--- config.mk ---
export PLATFORM = sky130hd
export DESIGN_NAME = lru_key_value_cache_flat
export DESIGN_NICKNAME = d
export VERILOG_FILES = /design/src/rtl/lkv_pkg.sv /design/src/rtl/lkv_if.sv /design/src/rtl/lkv_ram.sv /design/src/rtl/lkv_front.sv /design/src/rtl/lkv_engine.sv /design/src/rtl/lru_key_value_cache.sv /design/src/flat_wrapper.sv
export SDC_FILE = /design/constraint.sdc
export NUM_CORES = 2
export LEC_CHECK = 0
export ABC_CLOCK_PERIOD_IN_PS = 12230
export BUFFER_PORTS_ARGS = -buffer_cell sky130_fd_sc_hd__buf_2
export CAP_MARGIN = 40
export CORE_MARGIN = 4
export CORE_UTILIZATION = 40
export DETAILED_ROUTE_END_ITERATION = 8
export MAX_ROUTING_LAYER = met4
export SKIP_LAST_GASP = 1
export SYNTH_ARGS = -nofsm -noshare
export SYNTH_HDL_FRONTEND = slang
export SYNTH_SLANG_ARGS = --single-unit
--- constraint.sdc ---
create_clock -name clock -period 12.23 [get_ports clock]
set_input_delay 2.446 -clock clock [delete_from_list [all_inputs] [get_ports clock]]
set_output_delay 2.446 -clock clock [all_outputs]
set_load 0.02 [all_outputs]
--- src/rtl/lkv_pkg.sv ---
// Package for the LRU key-value cache: field widths, opcode codes and the
// request record passed from the front queue to the lookup engine.
// No dependencies.
package lkv_pkg;

   localparam int KEY_W     = 32;
   localparam int VAL_W     = 31;
   localparam int CAP_W     = 5;
   localparam logic [CAP_W-1:0] CAP_RESET = 5'd16;

   typedef enum logic {
      OP_GET = 1'b0,
      OP_SET = 1'b1
   } opcode_type;

   typedef struct packed {
      opcode_type        opcode;
      logic [KEY_W-1:0]  key;
      logic [VAL_W-1:0]  value;
   } req_type;

endpackage

--- src/rtl/lkv_if.sv ---
// Valid/ready channel interfaces for the LRU key-value cache: request and
// response transactions. Depends on lkv_pkg.
interface lkv_req_if;
   import lkv_pkg::*;

   logic                     valid;
   logic                     ready;
   logic                     opcode;
   logic signed [KEY_W-1:0]  lookup_key;
   logic        [VAL_W-1:0]  write_value;

   modport source (output valid, output opcode, output lookup_key, output write_value,
                   input ready);
   modport sink   (input valid, input opcode, input lookup_key, input write_value,
                   output ready);
endinterface

interface lkv_rsp_if;
   import lkv_pkg::*;

   logic              valid;
   logic              ready;
   logic              hit;
   logic [VAL_W-1:0]  read_value;

   modport source (output valid, output hit, output read_value, input ready);
   modport sink   (input valid, input hit, input read_value, output ready);
endinterface

--- src/rtl/lkv_ram.sv ---
// Generic simple dual-port RAM with registered read and read enable.
// No dependencies.
module lkv_ram #(
   parameter int WIDTH = 31,
   parameter int DEPTH = 16
) (
   input  logic                                       clock,
   input  logic                                       wr_en,
   input  logic [((DEPTH > 1) ? $clog2(DEPTH) : 1)-1:0] wr_addr,
   input  logic [WIDTH-1:0]                           wr_data,
   input  logic                                       rd_en,
   input  logic [((DEPTH > 1) ? $clog2(DEPTH) : 1)-1:0] rd_addr,
   output logic [WIDTH-1:0]                           rd_data
);
   logic [WIDTH-1:0] mem_ff [DEPTH];
   logic [WIDTH-1:0] rd_data_ff;

   always_ff @(posedge clock) begin
      if (wr_en) begin
         mem_ff[wr_addr] <= wr_data;
      end
      if (rd_en) begin
         rd_data_ff <= mem_ff[rd_addr];
      end
   end

   assign rd_data = rd_data_ff;
endmodule

--- src/rtl/lkv_front.sv ---
// Front end of the LRU key-value cache: accepts request transactions into a
// two-entry queue and presents the oldest one, decoded, to the engine.
// Depends on lkv_pkg and lkv_if.
module lkv_front (
   input  logic            clock,
   input  logic            reset,
   lkv_req_if.sink         req_chan,
   output logic            head_valid,
   output lkv_pkg::req_type head,
   input  logic            head_pop
);
   import lkv_pkg::*;

   req_type     slot_ff [2];
   logic        wr_ptr_ff, wr_ptr_in;
   logic        rd_ptr_ff, rd_ptr_in;
   logic [1:0]  count_ff, count_in;
   logic        push;
   logic        pop;
   req_type     incoming;

   assign req_chan.ready = (count_ff != 2'd2);
   assign push           = req_chan.valid && req_chan.ready;
   assign pop            = head_pop && (count_ff != 2'd0);
   assign head_valid     = (count_ff != 2'd0);
   assign head           = slot_ff[rd_ptr_ff];

   always_comb begin
      incoming.opcode = (req_chan.opcode == 1'b1) ? OP_SET : OP_GET;
      incoming.key    = req_chan.lookup_key;
      incoming.value  = req_chan.write_value;
   end

   always_comb begin
      wr_ptr_in = push ? ~wr_ptr_ff : wr_ptr_ff;
      rd_ptr_in = pop  ? ~rd_ptr_ff : rd_ptr_ff;
      count_in  = count_ff + 2'(push) - 2'(pop);
   end

   always_ff @(posedge clock) begin
      if (reset) begin
         wr_ptr_ff <= 1'b0;
         rd_ptr_ff <= 1'b0;
         count_ff  <= 2'd0;
      end else begin
         wr_ptr_ff <= wr_ptr_in;
         rd_ptr_ff <= rd_ptr_in;
         count_ff  <= count_in;
      end
   end

   always_ff @(posedge clock) begin
      if (push) begin
         slot_ff[wr_ptr_ff] <= incoming;
      end
   end
endmodule

--- src/rtl/lkv_engine.sv ---
// Back end of the LRU key-value cache: parallel key match, recency ranks,
// replacement choice, value RAM and the response register.
// Depends on lkv_pkg, lkv_if and lkv_ram.
module lkv_engine #(
   parameter int ENTRIES = 16
) (
   input  logic                       clock,
   input  logic                       reset,
   input  logic [lkv_pkg::CAP_W-1:0]  capacity,
   input  logic                       head_valid,
   input  lkv_pkg::req_type           head,
   output logic                       head_pop,
   lkv_rsp_if.source                  rsp_chan
);
   import lkv_pkg::*;

   localparam int AW   = (ENTRIES > 1) ? $clog2(ENTRIES) : 1;
   localparam int OW   = $clog2(ENTRIES + 1);
   localparam int CMPW = (OW > CAP_W) ? OW : CAP_W;

   logic [ENTRIES-1:0] valid_ff, valid_in;
   logic [KEY_W-1:0]   key_ff [ENTRIES];
   logic [AW-1:0]      age_ff [ENTRIES];
   logic [AW-1:0]      age_in [ENTRIES];
   logic [OW-1:0]      occ_ff, occ_in;

   logic               b_valid_ff, b_valid_in;
   logic               b_hit_ff, b_hit_in;
   logic               b_read_ff, b_read_in;
   logic               rsp_valid_ff, rsp_valid_in;
   logic               rsp_hit_ff, rsp_hit_in;
   logic [VAL_W-1:0]   rsp_value_ff, rsp_value_in;

   logic               fire;
   logic               b_adv;
   logic [ENTRIES-1:0] match;
   logic               hit;
   logic [AW-1:0]      found_idx;
   logic [AW-1:0]      found_age;
   logic [AW-1:0]      free_idx;
   logic [AW-1:0]      victim_idx;
   logic [AW-1:0]      oldest_age;
   logic [CMPW-1:0]    eff_cap;
   logic               room;
   logic               is_set;
   logic               touch;
   logic               insert;
   logic               replace;
   logic [AW-1:0]      sel_idx;
   logic [AW-1:0]      limit;
   logic [VAL_W-1:0]   ram_rd_data;

   assign b_adv    = b_valid_ff && (!rsp_valid_ff || rsp_chan.ready);
   assign fire     = head_valid && (!b_valid_ff || b_adv);
   assign head_pop = fire;
   assign is_set   = (head.opcode == OP_SET);

   // Parallel lookup; keys among valid entries are unique, so OR-encode the match.
   always_comb begin
      found_idx = '0;
      found_age = '0;
      for (int i = 0; i < ENTRIES; i++) begin
         match[i] = valid_ff[i] && (key_ff[i] == head.key);
         if (match[i]) begin
            found_idx = found_idx | AW'(i);
            found_age = found_age | age_ff[i];
         end
      end
      hit = |match;
   end

   // Ranks of valid entries form a permutation, so the oldest holds occupancy - 1.
   always_comb begin
      oldest_age = AW'(occ_ff - OW'(1));
      victim_idx = '0;
      free_idx   = '0;
      for (int i = 0; i < ENTRIES; i++) begin
         if (valid_ff[i] && (age_ff[i] == oldest_age)) begin
            victim_idx = victim_idx | AW'(i);
         end
      end
      for (int i = ENTRIES - 1; i >= 0; i--) begin
         if (!valid_ff[i]) begin
            free_idx = AW'(i);
         end
      end
   end

   always_comb begin
      if (capacity == '0) begin
         eff_cap = CMPW'(1);
      end else if (CMPW'(capacity) > CMPW'(ENTRIES)) begin
         eff_cap = CMPW'(ENTRIES);
      end else begin
         eff_cap = CMPW'(capacity);
      end
      room = CMPW'(occ_ff) < eff_cap;
   end

   always_comb begin
      touch   = fire && (hit || is_set);
      insert  = fire && !hit && is_set && room;
      replace = fire && !hit && is_set && !room;
      if (hit) begin
         sel_idx = found_idx;
         limit   = found_age;
      end else if (room) begin
         sel_idx = free_idx;
         limit   = '0;
      end else begin
         sel_idx = victim_idx;
         limit   = oldest_age;
      end
   end

   always_comb begin
      valid_in = valid_ff;
      occ_in   = occ_ff;
      for (int i = 0; i < ENTRIES; i++) begin
         age_in[i] = age_ff[i];
         if (touch) begin
            if (sel_idx == AW'(i)) begin
               age_in[i] = '0;
            end else if (valid_ff[i] && (insert || (age_ff[i] < limit))) begin
               age_in[i] = age_ff[i] + AW'(1);
            end
         end
      end
      if (insert) begin
         valid_in[sel_idx] = 1'b1;
         occ_in            = occ_ff + OW'(1);
      end
   end

   always_comb begin
      b_valid_in = fire ? 1'b1 : (b_adv ? 1'b0 : b_valid_ff);
      b_hit_in   = fire ? hit : b_hit_ff;
      b_read_in  = fire ? (hit && !is_set) : b_read_ff;

      rsp_valid_in = b_adv || (rsp_valid_ff && !rsp_chan.ready);
      rsp_hit_in   = b_adv ? b_hit_ff : rsp_hit_ff;
      if (b_adv) begin
         rsp_value_in = b_read_ff ? ram_rd_data : '0;
      end else begin
         rsp_value_in = rsp_value_ff;
      end
   end

   always_ff @(posedge clock) begin
      if (reset) begin
         valid_ff     <= '0;
         occ_ff       <= '0;
         b_valid_ff   <= 1'b0;
         rsp_valid_ff <= 1'b0;
         for (int i = 0; i < ENTRIES; i++) begin
            age_ff[i] <= '0;
         end
      end else begin
         valid_ff     <= valid_in;
         occ_ff       <= occ_in;
         b_valid_ff   <= b_valid_in;
         rsp_valid_ff <= rsp_valid_in;
         for (int i = 0; i < ENTRIES; i++) begin
            age_ff[i] <= age_in[i];
         end
      end
   end

   always_ff @(posedge clock) begin
      b_hit_ff     <= b_hit_in;
      b_read_ff    <= b_read_in;
      rsp_hit_ff   <= rsp_hit_in;
      rsp_value_ff <= rsp_value_in;
      if (insert || replace) begin
         key_ff[sel_idx] <= head.key;
      end
   end

   lkv_ram #(
      .WIDTH (VAL_W),
      .DEPTH (ENTRIES)
   ) u_value_ram (
      .clock   (clock),
      .wr_en   (touch && is_set),
      .wr_addr (sel_idx),
      .wr_data (head.value),
      .rd_en   (fire && hit && !is_set),
      .rd_addr (found_idx),
      .rd_data (ram_rd_data)
   );

   assign rsp_chan.valid      = rsp_valid_ff;
   assign rsp_chan.hit        = rsp_hit_ff;
   assign rsp_chan.read_value = rsp_value_ff;
endmodule

--- src/rtl/lru_key_value_cache.sv ---
// Top level of the LRU key-value cache: capacity register, front queue and
// lookup engine. Depends on lkv_pkg, lkv_if, lkv_front and lkv_engine.
//
// Fully associative cache of ENTRIES key-value pairs with least-recently-used
// replacement. Every request (get or set) yields one response: hit tells
// whether the key was held before the request, read_value carries the stored
// value on a get that hits and zero otherwise. Throughput is one request per
// cycle while the response channel takes responses: all keys are compared and
// all recency ranks updated at once in the engine. An accepted request waits
// in the request queue, then is looked up, updated and its value RAM read in
// the engine's lookup stage, then its response waits in the response register.
// The capacity register limits how many entries fill before eviction starts;
// zero acts as one and values above ENTRIES act as ENTRIES. Write it only
// while no request is in flight; lowering it never flushes entries.
module lru_key_value_cache #(
   parameter int ENTRIES = 16
) (
   input  logic                       clock,
   input  logic                       reset,
   lkv_req_if.sink                    req_chan,
   lkv_rsp_if.source                  rsp_chan,
   input  logic                       csr_write_enable,
   input  logic [lkv_pkg::CAP_W-1:0]  csr_write_data
);
   import lkv_pkg::*;

   logic [CAP_W-1:0] capacity_ff, capacity_in;
   logic             head_valid;
   req_type          head;
   logic             head_pop;

   assign capacity_in = csr_write_enable ? csr_write_data : capacity_ff;

   always_ff @(posedge clock) begin
      if (reset) begin
         capacity_ff <= CAP_RESET;
      end else begin
         capacity_ff <= capacity_in;
      end
   end

   lkv_front u_front (
      .clock      (clock),
      .reset      (reset),
      .req_chan   (req_chan),
      .head_valid (head_valid),
      .head       (head),
      .head_pop   (head_pop)
   );

   lkv_engine #(
      .ENTRIES (ENTRIES)
   ) u_engine (
      .clock      (clock),
      .reset      (reset),
      .capacity   (capacity_ff),
      .head_valid (head_valid),
      .head       (head),
      .head_pop   (head_pop),
      .rsp_chan   (rsp_chan)
   );
endmodule
--- src/flat_wrapper.sv ---
// flat-port wrapper written by rule: the top's interface ports become plain ports
module lru_key_value_cache_flat import lkv_pkg::*;
#(
   parameter int ENTRIES = 16
)
  (clock, reset, csr_write_enable, csr_write_data, req_chan_valid, req_chan_opcode, req_chan_lookup_key, req_chan_write_value, req_chan_ready, rsp_chan_valid, rsp_chan_hit, rsp_chan_read_value, rsp_chan_ready);
  lkv_req_if req_chan_i ();
  lkv_rsp_if rsp_chan_i ();
  input  logic clock;
  input  logic reset;
  input  logic csr_write_enable;
  input  logic [lkv_pkg::CAP_W-1:0] csr_write_data;
  input wire logic [$bits(req_chan_i.valid)-1:0] req_chan_valid;
  input wire logic [$bits(req_chan_i.opcode)-1:0] req_chan_opcode;
  input wire logic [$bits(req_chan_i.lookup_key)-1:0] req_chan_lookup_key;
  input wire logic [$bits(req_chan_i.write_value)-1:0] req_chan_write_value;
  output wire logic [$bits(req_chan_i.ready)-1:0] req_chan_ready;
  output wire logic [$bits(rsp_chan_i.valid)-1:0] rsp_chan_valid;
  output wire logic [$bits(rsp_chan_i.hit)-1:0] rsp_chan_hit;
  output wire logic [$bits(rsp_chan_i.read_value)-1:0] rsp_chan_read_value;
  input wire logic [$bits(rsp_chan_i.ready)-1:0] rsp_chan_ready;
  assign req_chan_i.valid = req_chan_valid;
  assign req_chan_i.opcode = req_chan_opcode;
  assign req_chan_i.lookup_key = req_chan_lookup_key;
  assign req_chan_i.write_value = req_chan_write_value;
  assign req_chan_ready = req_chan_i.ready;
  assign rsp_chan_valid = rsp_chan_i.valid;
  assign rsp_chan_hit = rsp_chan_i.hit;
  assign rsp_chan_read_value = rsp_chan_i.read_value;
  assign rsp_chan_i.ready = rsp_chan_ready;
  lru_key_value_cache #(.ENTRIES(ENTRIES)) u_core (.clock(clock), .reset(reset), .req_chan(req_chan_i), .rsp_chan(rsp_chan_i), .csr_write_enable(csr_write_enable), .csr_write_data(csr_write_data));
endmodule
==> results.json <==
{
  "crit_path_cell_trace": "buf_4, mux2i_4, buf_4, xnor2_1, nor4_1, nand4_1, nor3_2, nor3_1, nand3_4, buf_4, nor2_1, a31oi_2, buf_4, ha_1, a21o_1, a21oi_1, nor2_1, or3_1, mux2_1",
  "finalPower_w": 0.0129,
  "portBuffers": 107,
  "numCtsBuffers": 135,
  "timing.fmax_mhz": 140,
  "slowest_stage": "nor3_2",
  "final_layout_size_suffix_gt1_frac": 0.166,
  "p_leak_nw": 21.2,
  "avgSynthCellArea_um2": 14.9,
  "crit_arrival_ns": 7.82,
  "setup_tns_ns": 0,
  "worstPathRequired_ns": 12.89,
  "maxCapViolCount": 0,
  "syn_nets": 3976,
  "post-route-min-period_ns": 7.16,
  "yosysWarningCount": 0,
  "cts_root_buffer": "clkbuf_16",
  "vias_per_cell": 5.95,
  "drtIter0Drc": 4296,
  "min_period_over_period": 0.585,
  "grt_pass1_vias": 34582,
  "worstMarginPinSlew_ns": 1.20,
  "synthFlopType": "edfxtp_1",
  "final_util": 0.459,
  "nets": 4192,
  "busiest_layer": "met2",
  "vias": 35972,
  "clk_latency_ns": 0.78,
  "grt_overflow_total": 0,
  "holdWs_ns": 0.425,
  "grt_use_met1": 0.319,
  "dr.pass1.iters": 6,
  "antenna_found_initial": 3,
  "fin_skew_ns": 0.0256,
  "crit_path_end_kind": "flip-flop",
  "cts_hold_buf": 0,
  "synth_cells": 3830,
  "wl_mm": 175,
  "slew_headroom": 0.202,
  "slew_violations": 0,
  "status": "completed",
  "crit_top_cell": "buf_4",
  "rrSetupSlack_ns": 5.07,
  "grt_max_degree": 126,
  "grt_pass1_wl_mm": 248,
  "drc": 0,
  "met2_usage": 0.369,
  "most-common-layout-cells": "1201 x edfxtp_1, 534 x xnor2_1, 230 x nor4_1",
  "htree_levels": 4,
  "rows": 138,
  "grt_setup_unrepaired": "no",
  "cts_setup_buffers": 0,
  "setup_viol": 0,
  "io_pins": 108,
  "gp_congestion": 0.953,
  "hold_class": "flip-flop to flip-flop",
  "path_class": "flip-flop to flip-flop",
  "power_density_mw_per_mm2": 199,
  "wl_per_cell_um": 29.0,
  "ys_seq_area_frac": 0.667,
  "core_mm2": 0.142,
  "startpoint_type": "flip-flop",
  "syn_to_final_growth_pct": 14.2,
  "cts_buffer_depth": 3,
  "cts_tree": "built",
  "dieArea_mm2": 0.149,
  "die_h_um": 385,
  "cpPeakStageDelay_ns": 0.84,
  "ys_types": 95,
  "use_met3": 0.0385,
  "syn_area_mm2": 0.0570,
  "initial_core_util": 0.402,
  "hold_viol": 0,
  "dieWidth_um": 385,
  "synth-seq-cells": 1298,
  "cts_resized": 0,
  "clkTransAtPathRegs_ns": 0.06,
  "final_common_cell": "edfxtp_1",
  "synth_edf_count": 1201,
  "vdd_drop_max_mv": 0.172,
  "dp_hpwl_mm": 104,
  "drtAntennaViolNets": 0,
  "synth_async_sr_flop_share": 0,
  "cp_max_fo": 23,
  "grtUsageTotal": 0.238,
  "clock-sinks": 1298
}
## cells in the mapped netlist (all sizes together), types with 15 or more instances
master	n	area [um^2]
nand2	79	299
ha	72	901
nor4	235	1500
a211oi	35	273
a21o	19	143
nor2	162	611
o22ai	33	213
and2	38	240
nor3	58	352
mux2i	110	1420
mux2	121	1360
inv	64	240
or3	43	269
o221ai	124	1090
nand4	65	413
dfxtp	97	1940
clkbuf	73	274
buf	112	752
o2111ai	19	166
a2111oi	19	166
a211o	15	131
xor2	52	455
a21oi	128	644
edfxtp	1201	36100
nand3	101	510
and3	26	163
xnor2	535	4690
nand3b	17	128
## kinds of logic after synthesis
kind of cell             Yosys count  share of synthesized area
flip-flops                      1298                      0.667
AND/OR/NAND/NOR                  875                     0.0857
XOR/XNOR                         595                     0.0936
AO/OA/AOI/OAI                    508                     0.0666
buffers and inverters            251                     0.0224
multiplexers                     231                     0.0488
adder cells (fa/ha/maj)           72                     0.0158
## registers in the layout, summed over array words and instances, names as in the netlist, named ones only
signal	count
u_core.u_engine.valid_ff	16
u_core.u_engine.occ_ff	5
u_core.u_engine.u_value_ram.mem_ff	496
u_core.u_engine.u_value_ram.rd_data	31
u_core.u_engine.key_ff	512
u_core.u_engine.rsp_chan.hit	1
u_core.capacity_ff	5
u_core.u_engine.rsp_chan.read_value	31
u_core.u_engine.age_ff	64
u_core.u_engine.b_read_ff	1
u_core.u_engine.b_valid_ff	1
u_core.u_front.count_ff	2
u_core.u_front.slot_ff	128
u_core.u_front.rd_ptr_ff	1
u_core.u_front.wr_ptr_ff	1
u_core.u_engine.b_hit_ff	1
u_core.u_engine.rsp_chan.valid	1
## routing by layer
| layer | wire, um | up-vias |
|---|---|---|
| met3 | 14600 | 384 |
| met2 | 81000 | 1822 |
| met1 | 72600 | 18368 |
| li1 | - | 15398 |
| met4 | 6700 | 0 |
| met5 | 0 | - |
## per-stage QoR
stage	instances	cell area, um^2	setup WS, ns
after global placement	5768	60200	4.63
after floorplan	3830	57000	5.03
after global routing	6043	65000	4.77
after detailed placement	5799	60700	5.17
after CTS	6043	65000	5.15
final	6044	65000	5.07
## where the power goes
group | internal (W) | switching (W)
sequential | 0.00543 | 0.0000859
clock | 0.00229 | 0.00176
combinational | 0.000998 | 0.00237
total | 0.00871 | 0.00422
## worst paths after layout
path                                                from                      endpoint  depth (start not counted)
worst max-delay path                           flip-flop  u_core.u_engine.age_ff[0][0]                         19
worst max register to register                 flip-flop  u_core.u_engine.age_ff[0][0]                         19
worst min-delay path            u_core.u_engine.b_hit_ff  u_core.u_engine.rsp_chan.hit                          0
worst min register to register  u_core.u_engine.b_hit_ff  u_core.u_engine.rsp_chan.hit                          0
## layout make-up
type	count	area [um^2]
multi-input cells	2281	18100
well taps	1890	2360
fillers	12517	76500
inverters	66	248
clock inverters	72	684
flip-flops and latches	1298	38000
diodes	1	2.50
repair buffers	264	2050
clock buffers	172	3620
## worst max-delay path, delay by kind of cell (launching register included)
kind / cells / cell delay, ns
AOI/OAI and AO/OA: 3 / 0.93
buffers and inverters: 4 / 1.84
xor gates and xnor gates: 1 / 0.18
and+or+nand+nor: 8 / 2.45
muxes: 2 / 0.66
adders and majority gates: 1 / 0.27
DFF: 1 / 0.62
(Power assumes the default switching activity.)
